--- src/hdl/pale_pkg.sv ---
// Package for the positional array list engine.
// Holds the beat structs, operation and status codes, and the cell command.
// No dependencies.
package pale_pkg;

  localparam int unsigned ElemW  = 32;
  localparam int unsigned PosW   = 7;
  localparam int unsigned IndexW = 6;
  localparam int unsigned CountW = 7;
  localparam int unsigned MaxEmit = 64;

  typedef enum logic [2:0] {
    FN_CLEAR    = 3'd0,
    FN_APPEND   = 3'd1,
    FN_INSERT   = 3'd2,
    FN_DELETE   = 3'd3,
    FN_UPDATE   = 3'd4,
    FN_TRAVERSE = 3'd5,
    FN_SEARCH   = 3'd6
  } func_e;

  typedef enum logic [2:0] {
    STAT_OK        = 3'd0,
    STAT_NOT_FOUND = 3'd1,
    STAT_BAD_POS   = 3'd2,
    STAT_FULL      = 3'd3,
    STAT_EMPTY     = 3'd4
  } status_e;

  typedef enum logic [0:0] {
    S_IDLE = 1'b0,
    S_SCAN = 1'b1
  } state_e;

  typedef enum logic [2:0] {
    CO_HOLD   = 3'd0,
    CO_WRITE  = 3'd1,
    CO_INSERT = 3'd2,
    CO_DELETE = 3'd3,
    CO_ROTATE = 3'd4
  } cell_op_e;

  typedef struct packed {
    func_e                    func;
    logic [PosW-1:0]          position;
    logic signed [ElemW-1:0]  value;
  } req_t;

  typedef struct packed {
    status_e                  status;
    logic signed [ElemW-1:0]  element;
    logic [IndexW-1:0]        index;
    logic [CountW-1:0]        count;
    logic                     last;
  } res_t;

  typedef struct packed {
    cell_op_e          op;
    logic [ElemW-1:0]  value;
  } cell_cmd_t;

endpackage

--- src/hdl/pale_cell.sv ---
// One list entry of the cell chain.
// Loads from its left or right neighbor, from the head cell or from the
// broadcast value, as the command and its own index decide. Uses pale_pkg.
module pale_cell #(
  parameter int unsigned IDX = 0,
  parameter int unsigned XW  = 7
) (
  input  logic                        clk_i,
  input  pale_pkg::cell_cmd_t         cmd_i,
  input  logic [XW-1:0]               pos_i,
  input  logic [XW-1:0]               cnt_i,
  input  logic [pale_pkg::ElemW-1:0]  left_i,
  input  logic [pale_pkg::ElemW-1:0]  right_i,
  input  logic [pale_pkg::ElemW-1:0]  head_i,
  output logic [pale_pkg::ElemW-1:0]  value_o
);

  localparam logic [XW-1:0] MyIdx  = XW'(IDX);
  localparam logic [XW-1:0] MyIdx1 = XW'(IDX + 1);

  logic [pale_pkg::ElemW-1:0] value_q, value_d;

  always_comb begin
    value_d = value_q;
    case (cmd_i.op)
      pale_pkg::CO_WRITE: begin
        if (MyIdx == pos_i) value_d = cmd_i.value;
      end
      pale_pkg::CO_INSERT: begin
        if (MyIdx == pos_i) value_d = cmd_i.value;
        else if (MyIdx > pos_i) value_d = left_i;
      end
      pale_pkg::CO_DELETE: begin
        if (MyIdx >= pos_i) value_d = right_i;
      end
      pale_pkg::CO_ROTATE: begin
        // the tail of the live prefix wraps around to take the head
        if (MyIdx1 == cnt_i) value_d = head_i;
        else if (MyIdx1 < cnt_i) value_d = right_i;
      end
      default: value_d = value_q;
    endcase
  end

  always_ff @(posedge clk_i) begin
    value_q <= value_d;
  end

  assign value_o = value_q;

endmodule

--- config.mk ---
export PLATFORM = sky130hd
export DESIGN_NAME = pale_cell
export DESIGN_NICKNAME = d
export VERILOG_FILES = /design/src/hdl/pale_pkg.sv /design/src/hdl/pale_cell.sv
export SDC_FILE = /design/constraint.sdc
export NUM_CORES = 1
export LEC_CHECK = 0
export BUFFER_PORTS_ARGS = -buffer_cell sky130_fd_sc_hd__buf_2
export CORE_MARGIN = 1.5
export CORE_UTILIZATION = 30
export CTS_CLUSTER_SIZE = 25
export DETAILED_ROUTE_END_ITERATION = 8
export RECOVER_POWER = 100
export SLEW_MARGIN = 15
export SYNTH_ARGS = -nofsm -noshare
export SYNTH_HDL_FRONTEND = slang
export SYNTH_SLANG_ARGS = --single-unit
--- constraint.sdc ---
create_clock -name clk_i -period 4.75 [get_ports clk_i]
set_input_delay 0.2375 -clock clk_i [delete_from_list [all_inputs] [get_ports clk_i]]
set_output_delay 0.2375 -clock clk_i [all_outputs]
set_load 0.02 [all_outputs]
==> impl_metrics.py <==
metrics = {
    "clock_network": {
        "cts_tree": "done",
        "clk_pin_slew_ns": 0.07,
        "ctsResizeCount": 0,
        "cts_buffers": 5,
        "h-tree-depth": 2,
        "cts_num_sinks": 32,
        "holdBufCountCts": 0,
        "ctsLongestPathBuffers": 2,
        "post_cts_buffers": 0,
        "cts_root_buf": "clkbuf_8",
    },
    "min_path": {
        "hp-class": "in -> reg",
        "holdPathStages": 2,
    },
    "place": {
        "io_buffers": 177,
        "dp_cells": 597,
        "routabilityCongestion": 0.831,
        "dp_hpwl_um": 6950,
    },
    "synthesis": {
        "synth-edff-count": 32,
        "syn_avg_cell_area_um2": 7.95,
        "synthArstFlopShare_pct": 0,
        "yosys.area.top_type": "edfxtp_1",
        "syn_area_um2": 2720,
        "synth_commonest_cells": "34 x nand2_1, 33 x nor2_1, 33 x o21ai_0",
        "yosysWarnings": 0,
        "synth_flop_cell": "edfxtp_1",
        "synth_area_leaders": "edfxtp_1 35%, o32a_1 11%, o22ai_1 7.4%",
        "synth_most_common_cell": "nand2_1",
        "ys_seq_area_share_pct": 35.3,
        "synth.top_cell.area_share_pct": 35.3,
        "syn_inst": 342,
        "ys_types": 27,
        "synth_nets": 488,
        "synth-seq-cells": 32,
    },
    "timing": {
        "finalSetupViolations": 0,
        "maxSlewViolCount": 33,
        "timing.final.crit_share_pct": 71.7,
        "setup-tns-final_ns": 0,
        "slew-limit-headroom_pct": -11.5,
        "worst_pin_slew_ns": 1.67,
        "hold_violations": 0,
        "fmax_mhz": 293,
        "fin_crit_ns": 3.41,
        "rsz0062_at_grt": "no",
    },
    "finish": {
        "fin_nets": 642,
        "fill_cells": 936,
        "fin_cells": 605,
        "drive_above_1_share_pct": 33.6,
        "syn2layout_area_growth_pct": 35.9,
        "antenna_cells": 0,
        "largest_reg_flops": 32,
        "multiInputGateArea_um2": 1600,
        "register_area_um2": 961,
    },
    "floorplanning": {
        "initial_core_util_pct": 31.0,
        "die_x_um": 98.2,
        "rows": 34,
        "dieArea_um2": 9640,
        "io_pins": 178,
        "fp.dieH_um": 98.2,
        "core-area_um2": 8760,
    },
    "route": {
        "drt_wl_total_um": 10700,
        "drt_iter0_drc": 173,
        "vias_per_cell": 5.68,
        "vias": 3434,
        "routedWlPerCell_um": 17.7,
        "dr.pass1.iters": 5,
        "drcViolationCount": 0,
        "drtAntennaViolNets": 0,
    },
    "grt": {
        "antenna_found_initial": 0,
        "grt_pass1_wl_um": 16600,
        "grt_max_degree": 65,
        "first_global_vias": 3421,
        "grt_usage_pct": 21.3,
        "grt-ovfl-total": 0,
    },
    "power_and_ir_drop": {
        "vdd_ir_drop_max_mv": 0.143,
        "leakage_nw": 1.49,
        "design_power_total_mw": 0.815,
        "powerDensity_nw_per_um2": 220,
    },
    "critical_path": {
        "crit_type": "in -> reg",
        "endpoint_kind": "flip-flop",
        "critPathRequiredTime_ns": 4.62,
        "path_max_fanout": 64,
        "arrival_ns": 3.28,
        "cp-start-kind": "input pin",
    },
    "job": {
        "cap_violations": 1,
    },
    "run_status": {
        "run_status": "finished, violations left",
        "violations": "capacitance limit, slew limit",
    },
}
[report_power, final]
group          internal (mW)  switching (mW)
Clock                  0.153          0.0968
Sequential             0.335         0.00514
Combinational          0.100           0.126
[worst max-delay path: stages]
cell and delay [ns]:
buf_2 0.09, or4_2 0.65, nor4_1 0.21, buf_4 0.57, o21ai_0 0.22, o22ai_2 1.28
[cell usage in the layout, fill, tap and decap left out, types with 32 or more instances in the layout]
master | synthesis | final
edfxtp_1 | 32 | 32
buf_2 | 1 | 145
nor2_1 | 33 | 33
o21ai_0 | 33 | 33
nand2_1 | 34 | 34
clkbuf_1 | 28 | 32
nand3_1 | 32 | 32
[routing by layer]
| layer | part of all wire, % | track usage [%] | vias up |
|---|---|---|---|
| met3 | 8.1 | 4.01 | 18 |
| li1 | - | - | 1635 |
| met5 | 0 | 0 | - |
| met2 | 48 | 36.8 | 199 |
| met4 | 1.7 | 7.26 | 0 |
| met1 | 42 | 26.8 | 1582 |
[area by class of cell]
class / count / area share (%)
well taps: 108 / 3.66
repair buffers: 184 / 24.3
clock inverters: 3 / 1.02
flip-flops and latches: 32 / 26.0
clock buffers: 5 / 1.86
multi-input cells: 273 / 43.2
[worst paths after layout]
kind	startpoint	to	slack, ns
worst max-delay path	pos_i[3]	value_o[20]	1.34
worst min-delay path	cmd_i[19]	value_o[19]	0.27
[cell families (layout without fill, tap and decap cells)]
| group | count (synthesis) | count (layout) | share of synthesized area, % |
|---|---|---|---|
| AOI/OAI and AO/OA | 132 | 132 | 31.9 |
| buffers and inverters | 37 | 192 | 6.63 |
| DFF | 32 | 32 | 35.3 |
| muxes | 1 | 1 | 0.414 |
| and+or+nand+nor | 140 | 140 | 25.7 |
[through the flow]
| step | util, % | instance area [µm²] | hold slack [ns] | worst slack (ns) |
|---|---|---|---|---|
| after floorplan | - | 2720 | 0.443 | 1.28 |
| after global placement | 41.7 | 3650 | 0.543 | 1.67 |
| after detailed placement | 41.7 | 3650 | 0.549 | 1.58 |
| after CTS | 42.9 | 3760 | 0.255 | 1.87 |
| after global routing | 42.2 | 3700 | 0.258 | 1.03 |
| final | 42.2 | 3700 | 0.265 | 1.34 |
(Power assumes the default switching activity.)
