--- src/hdl/pale_pkg.sv ---
// Package for the positional array list engine.
// Holds the beat structs, operation and status codes, and the cell command.
// No dependencies.
package pale_pkg;

  localparam int unsigned ElemW  = 32;
  localparam int unsigned PosW   = 7;
  localparam int unsigned IndexW = 6;
  localparam int unsigned CountW = 7;
  localparam int unsigned MaxEmit = 64;

  typedef enum logic [2:0] {
    FN_CLEAR    = 3'd0,
    FN_APPEND   = 3'd1,
    FN_INSERT   = 3'd2,
    FN_DELETE   = 3'd3,
    FN_UPDATE   = 3'd4,
    FN_TRAVERSE = 3'd5,
    FN_SEARCH   = 3'd6
  } func_e;

  typedef enum logic [2:0] {
    STAT_OK        = 3'd0,
    STAT_NOT_FOUND = 3'd1,
    STAT_BAD_POS   = 3'd2,
    STAT_FULL      = 3'd3,
    STAT_EMPTY     = 3'd4
  } status_e;

  typedef enum logic [0:0] {
    S_IDLE = 1'b0,
    S_SCAN = 1'b1
  } state_e;

  typedef enum logic [2:0] {
    CO_HOLD   = 3'd0,
    CO_WRITE  = 3'd1,
    CO_INSERT = 3'd2,
    CO_DELETE = 3'd3,
    CO_ROTATE = 3'd4
  } cell_op_e;

  typedef struct packed {
    func_e                    func;
    logic [PosW-1:0]          position;
    logic signed [ElemW-1:0]  value;
  } req_t;

  typedef struct packed {
    status_e                  status;
    logic signed [ElemW-1:0]  element;
    logic [IndexW-1:0]        index;
    logic [CountW-1:0]        count;
    logic                     last;
  } res_t;

  typedef struct packed {
    cell_op_e          op;
    logic [ElemW-1:0]  value;
  } cell_cmd_t;

endpackage

--- src/hdl/pale_outq.sv ---
// Two-entry result queue between the engine and the output channel.
// Lets the engine take a new item while one result beat waits. Uses pale_pkg.
module pale_outq (
  input  logic            clk_i,
  input  logic            rst_ni,
  input  logic            push_i,
  input  pale_pkg::res_t  data_i,
  output logic            space_o,
  output logic            out_valid_o,
  input  logic            out_stall_i,
  output pale_pkg::res_t  out_o
);

  pale_pkg::res_t slot0_q, slot0_d, slot1_q, slot1_d;
  logic [1:0]     cnt_q, cnt_d;
  logic           pop;
  logic [1:0]     wr_idx;

  always_comb begin
    pop     = (cnt_q != 2'd0) && !out_stall_i;
    wr_idx  = cnt_q - {1'b0, pop};
    slot0_d = slot0_q;
    slot1_d = slot1_q;
    if (pop) slot0_d = slot1_q;
    if (push_i) begin
      if (wr_idx == 2'd0) slot0_d = data_i;
      else slot1_d = data_i;
    end
    cnt_d = cnt_q + {1'b0, push_i} - {1'b0, pop};
  end

  always_ff @(posedge clk_i or negedge rst_ni) begin
    if (!rst_ni) begin
      cnt_q <= 2'd0;
    end else begin
      cnt_q <= cnt_d;
    end
  end

  always_ff @(posedge clk_i) begin
    slot0_q <= slot0_d;
    slot1_q <= slot1_d;
  end

  assign space_o     = (cnt_q != 2'd2);
  assign out_valid_o = (cnt_q != 2'd0);
  assign out_o       = slot0_q;

  overflow_a: assert property (@(posedge clk_i) disable iff (!rst_ni)
    push_i |-> cnt_q != 2'd2)
    else $error("result pushed into a full queue");

endmodule

--- config.mk ---
export PLATFORM = sky130hd
export DESIGN_NAME = pale_outq
export DESIGN_NICKNAME = d
export VERILOG_FILES = /design/src/hdl/pale_pkg.sv /design/src/hdl/pale_outq.sv
export SDC_FILE = /design/constraint.sdc
export NUM_CORES = 1
export LEC_CHECK = 0
export ABC_AREA = 1
export BUFFER_PORTS_ARGS = -buffer_cell sky130_fd_sc_hd__buf_4
export CAP_MARGIN = 15
export CORE_ASPECT_RATIO = 1.2
export CORE_UTILIZATION = 48
export CTS_CLUSTER_SIZE = 20
export DETAILED_ROUTE_END_ITERATION = 8
export MAX_ROUTING_LAYER = met4
export PLACE_DENSITY = 0.76
export SYNTH_ARGS = -nofsm -noshare
export SYNTH_HDL_FRONTEND = slang
export SYNTH_SLANG_ARGS = --single-unit
--- constraint.sdc ---
create_clock -name clk_i -period 4.2 [get_ports clk_i]
set_clock_uncertainty 0.1 [all_clocks]
set_input_delay 0.63 -clock clk_i [delete_from_list [all_inputs] [get_ports clk_i]]
set_output_delay 0.63 -clock clk_i [all_outputs]
set_load 0.02 [all_outputs]
==> out/qor.txt, run 1 <==
Status -> finished clean
Resize count post-CTS -> 0
Initial Util -> 0.501
WP data arrival -> 1.92 ns
# diodes -> 0
Layout net count -> 630
Hold Crit Class -> input port to register
Max-Cap Viols -> 0
Clock root buffer master -> clkbuf_8
Vias in the first global route -> 3142
Worst hold slack across all endpoints -> 0.356 ns
Met1 GRT Util -> 0.264
Final period utilization -> 0.630
Static power due to leakage -> 2.73 nW
Headroom to the max-slew limit -> 0.329
Hold violation count in the final report -> 0
Final setup violation count -> 0
Number of register bits inferred by synthesis -> 100
Post-synthesis instance total -> 482
Routed Wire Length -> 8.57 mm
Sinks on Clock Net -> 100
Source of the critical timing path -> cnt_q[1]$_DFF_PN0_
Setup repair after global routing missed its margin -> false
Origin of the critical flop-to-flop path -> cnt_q[0]$_DFF_PN0_
Via count -> 3242
Area fraction in compound gates after synthesis -> 0.00636
Clock latency on the worst-skew pair -> 0.35 ns
Maximum fanout along the worst path -> 50
Syn Std Cell Area -> 0.00413 mm²
Met2 GRT Util -> 0.325
Power density over cell area -> 747 mW/mm²
Mux share of post-synthesis cell area -> 0
Top library cells by usage in the layout, fill and taps aside -> nand2_1 (149), buf_4 (106), inv_1 (99)
Final number of max-transition violations -> 0
Peak supply drop -> 0.744 mV
Area post-placement -> 0.00498 mm²
Layout overhead on the synthesized area -> 26.8%
Aggregate global-route resource usage -> 0.209
Number of top-level pins -> 104
Fraction of layout instances using a drive strength above 1 -> 0.219
DRC errors left -> 0
Sequential-to-total area share from yosys stat -> 0.606
Average wire length per cell after detail routing -> 12.3 µm
Final critical-path setup slack -> 1.55 ns
Area of all placed cells without fillers -> 0.00524 mm²
Critical hold path startpoint -> data_i[23]
Most common cell after layout, fill and taps aside -> nand2_1
Count of different cell masters after synthesis -> 17
Die outline width -> 86.7 µm
Hold buffers post-CTS -> 1
Maximum number of pins on one net before global-route repair -> 51
Maximum achievable frequency -> 378 MHz
Worst slack at placement -> 1.72 ns
Count of H-tree levels built during CTS -> 3
Detailed Route Iter0 Violations -> 206
Post-layout utilization of the core -> 0.636
Post-DRT Antenna Nets -> 0
Final cell count without fillers -> 695
Endpoint required time on the critical path -> 3.47 ns
GR Util met3 -> 0.0470
Number of antenna violations at the first check in global routing -> 0
Vias per inst -> 4.66
Post-synthesis average cell area -> 8.57 µm²
Inserted Clock Buffers -> 9
CTS tree -> yes
Count of placed standard cells including taps -> 678
Num rows -> 36
Register clock-pin slew on the reported worst setup and hold paths -> 0.09 ns
1st-pass router iterations -> 4
Wire length of the first global-routing pass -> 14.3 mm
Transition time at the pin with the least slew margin -> 1.00 ns
Syn nets -> 536
Startpoint type of the worst setup path -> register
Synth Area in Adders -> 0.00303
Endpoint kind of the worst setup timing path -> primary output
Synthesis warning total -> 0
Final weighted congestion in routability-driven placement -> 0.730
Post-synthesis simple-gate area fraction -> 0.257
Sum of internal, switching and leakage power -> 3.91 mW
Global-route congestion overflow total -> 0
Category of the critical setup timing path -> register to primary output
Number of input and output port buffers inserted -> 103
Number of buffers inserted to repair setup after CTS -> 0
Placeable core region -> 0.00824 mm²
CTS max path bufs -> 2
Total Neg Setup Slack -> 0 ns
Share of the synthesized netlist area taken by xor and xnor gates -> 0.00212
Post-detailed-placement half-perimeter wirelength -> 5.37 mm
Die outline area -> 0.00899 mm²
Time the final worst path needs with I/O delays and setup -> 2.65 ns
Largest family of logic cells by synthesized area -> simple AND/OR/NAND/NOR gates
Most congested layer reported by global routing -> met2
Height of the die -> 104 µm
==> worst max-delay path: stages, from the launching register on <==
cell	delay (ns)
dfrtp_1	0.44
inv_2	0.12
nand2_2	0.58
buf_4	0.41
==> cell type report <==
type                       instances  area (µm²)
fill                             721        3000
sequential                       100        2500
multi-input combinational        255        1130
timing repair buffer             108         826
inverter                         102         383
tap                              114         143
clock buffer                      11         131
clock inverter                     5         124
==> Yosys cell counts, drive strengths merged <==
cell,count,area share
nand2,150,0.14
inv,102,0.093
nand3,99,0.12
dfxtp,49,0.24
edfxtp,49,0.36
buf,19,0.028
clkbuf,6,0.0054
o21ai,3,0.0045
dfrtp,2,0.012
a21boi,1,0.0018
ha,1,0.0030
xnor2,1,0.0021
==> cells by family after synthesis <==
kind of cell,Yosys count
AND/OR/NAND/NOR,249
buffers and inverters,127
AO/OA/AOI/OAI,4
XOR/XNOR,1
adder cells (fa/ha/maj),1
flip-flops,100
==> flip-flops by register name, summed over array words and instances, names as in the netlist <==
| signal | count |
|---|---|
| slot1_q | 49 |
| cnt_q | 2 |
| out_o | 49 |
==> power by group <==
part	total, mW	internal, mW	switching [mW]
registers	1.56	1.39	0.172
clock network	0.762	0.455	0.307
logic	1.59	0.615	0.976
total	3.91	2.46	1.46
==> routing by layer <==
metal  vias up  share of wire  wire length (µm)
li1       1674              -                 -
met1      1478           0.45              3860
met2        80           0.48              4140
met3        10          0.055               470
met4         0          0.012               100
met5         -              0                 0
==> path summary, 6_finish.rpt <==
path,endpoint,slack [ns],cells past startpoint
max in group asynchronous,cnt_q[1]$_DFF_PN0_,3.43,2
hold / removal,slot1_q[23]$_DFFE_PP_,0.36,1
min in group asynchronous,cnt_q[0]$_DFF_PN0_,0.49,2
setup / recovery,out_valid_o,1.55,3
hold reg to reg,out_o[21]$_DFF_P_,0.44,4
setup reg to reg,slot1_q[8]$_DFFE_PP_,2.04,3
(Power assumes the default switching activity.)
==> inputs of run 2 (changes only) <==
- CORE_UTILIZATION: 48 -> 53
- PLACE_DENSITY: 0.76 -> 0.8
- clock period: 4.2 -> 2.6 ns (I/O delays scaled with it)
==> out/qor.txt, run 2 (same netlist as run 1, synthesis figures left out) <==
Num rows -> 34
Register clock-pin slew on the reported worst setup and hold paths -> 0.10 ns
Endpoint kind of the worst setup timing path -> primary output
Fraction of layout instances using a drive strength above 1 -> 0.230
Global-route congestion overflow total -> 0
Number of cells on the worst hold path -> 1
Stage delay of the slowest cell on the critical path -> 0.44 ns
Layout net count -> 636
WP data arrival -> 1.55 ns
Transition time at the pin with the least slew margin -> 0.840 ns
Setup repair after global routing missed its margin -> false
CTS tree -> yes
Peak supply drop -> 0.721 mV
Clock latency on the worst-skew pair -> 0.36 ns
Source of the critical timing path -> cnt_q[1]$_DFF_PN0_
Die outline area -> 0.00816 mm²
Final setup violation count -> 0
Layout overhead on the synthesized area -> 25.5%
Number of input and output port buffers inserted -> 103
Inserted Clock Buffers -> 9
DRC errors left -> 0
Category of the critical setup timing path -> register to primary output
Post-detailed-placement half-perimeter wirelength -> 5.93 mm
Worst hold slack across all endpoints -> 0.103 ns
Detailed Route Iter0 Violations -> 170
Post-layout utilization of the core -> 0.701
Final period utilization -> 0.783
Number of buffers inserted to repair setup after CTS -> 0
Placeable core region -> 0.00740 mm²
Origin of the critical flop-to-flop path -> cnt_q[0]$_DFF_PN0_
Filler cells -> 588
Cell chain of the critical path -> inv_2 > nand2_2 > buf_4
Aggregate global-route resource usage -> 0.241
Depth of the worst register-to-register path -> 5
Number of top-level pins -> 104
Count of H-tree levels built during CTS -> 3
Maximum number of pins on one net before global-route repair -> 50
Post-DRT Antenna Nets -> 0
Count of placed standard cells including taps -> 660
Hold buffers post-CTS -> 1
Buffering stage count on the worst path with inverters included -> 2
End of the worst hold path -> slot1_q[27]$_DFFE_PP_
Time the final worst path needs with I/O delays and setup -> 2.04 ns
Most common cell after layout, fill and taps aside -> nand2_1
Final number of max-transition violations -> 0
Power density over cell area -> 1180 mW/mm²
1st-pass router iterations -> 5
Maximum achievable frequency -> 491 MHz
Status -> finished clean
Hold Crit Class -> input port to register
Hold violation count in the final report -> 0
Minimum setup slack among reg-to-reg paths -> 0.68 ns
CTS max path bufs -> 2
Final cell count without fillers -> 677
# diodes -> 0
Top library cells by usage in the layout, fill and taps aside -> nand2_1 (149), buf_4 (113), inv_1 (99)
Initial Util -> 0.558
Headroom to the max-slew limit -> 0.438
Sum of internal, switching and leakage power -> 6.13 mW
Stages on worst setup path -> 3
Resize count post-CTS -> 0
Number of antenna violations at the first check in global routing -> 0
Cell type group with the largest total delay on the critical path -> flip-flops
Height of the die -> 98.7 µm
Total Neg Setup Slack -> 0 ns
Die outline width -> 82.6 µm
Max-Cap Viols -> 0
Sinks on Clock Net -> 100
Endpoint required time on the critical path -> 2.11 ns
Vias in the first global route -> 3194
Static power due to leakage -> 2.72 nW
Cell at the slowest stage of the critical path -> dfrtp_1
End of the worst register-to-register path -> out_o[42]$_DFF_P_
Maximum fanout along the worst path -> 25
Routed Wire Length -> 9.02 mm
Via count -> 3366
Startpoint type of the worst setup path -> register
Average wire length per cell after detail routing -> 13.3 µm
Clock root buffer master -> clkbuf_8
Wire length of the first global-routing pass -> 14.4 mm
Vias per inst -> 4.97
Critical hold path startpoint -> data_i[27]
Final weighted congestion in routability-driven placement -> 0.760
==> run 2: cell count changes in the layout (fill, tap and decap cells not counted), sizes merged <==
cell	previous run	this run
buf	107	113
bufinv	4	1
clkinvlp	0	3
clkbuf	11	9
inv	102	104
==> run 2: how the worst max path moves through the flow <==
stage,slack (ns),end
floorplan,0.15,slot1_q[0]$_DFFE_PP_
global placement,0.72,out_o[40]$_DFF_P_
detailed placement,0.69,out_o[42]$_DFF_P_
CTS,0.56,out_valid_o
global route,0.48,out_valid_o
finish,0.56,out_valid_o
==> run 2: worst register-to-register path: cells and delay by family (launching register included) <==
family	cells	cell delay (ns)
buf+inv	1	0.36
simple gates	3	0.22
compound gates	1	0.70
flops	1	0.44
==> run 2: final cells by class <==
| class | count | area (µm²) | share of cell area |
|---|---|---|---|
| sequential | 100 | 2500 | 0.483 |
| multi-input combinational | 255 | 1130 | 0.218 |
| timing repair buffer | 114 | 858 | 0.166 |
| inverter | 102 | 383 | 0.0738 |
| clock buffer | 9 | 124 | 0.0239 |
| tap | 90 | 113 | 0.0217 |
| clock inverter | 7 | 73.8 | 0.0142 |
==> run 2: where the power goes <==
| part | internal (mW) | leakage (nW) | switching [mW] |
|---|---|---|---|
| Combinational | 1.01 | 1.73 | 1.60 |
| Sequential | 2.24 | 0.897 | 0.288 |
| Clock | 0.448 | 0.0899 | 0.540 |
| Total | 3.70 | 2.72 | 2.42 |
==> run 2: routing by layer <==
metal | GRT usage | wire [µm]
met1 | 0.284 | 3680
met2 | 0.389 | 4510
met3 | 0.0546 | 608
met4 | 0.103 | 223
met5 | - | 0
==> run 2: through the flow <==
step	setup WS, ns	cell area (µm²)
after detailed placement	0.686	4980
after global routing	0.479	5190
after global placement	0.720	4980
after CTS	0.555	5190
final	0.563	5190
after floorplan	0.150	4140
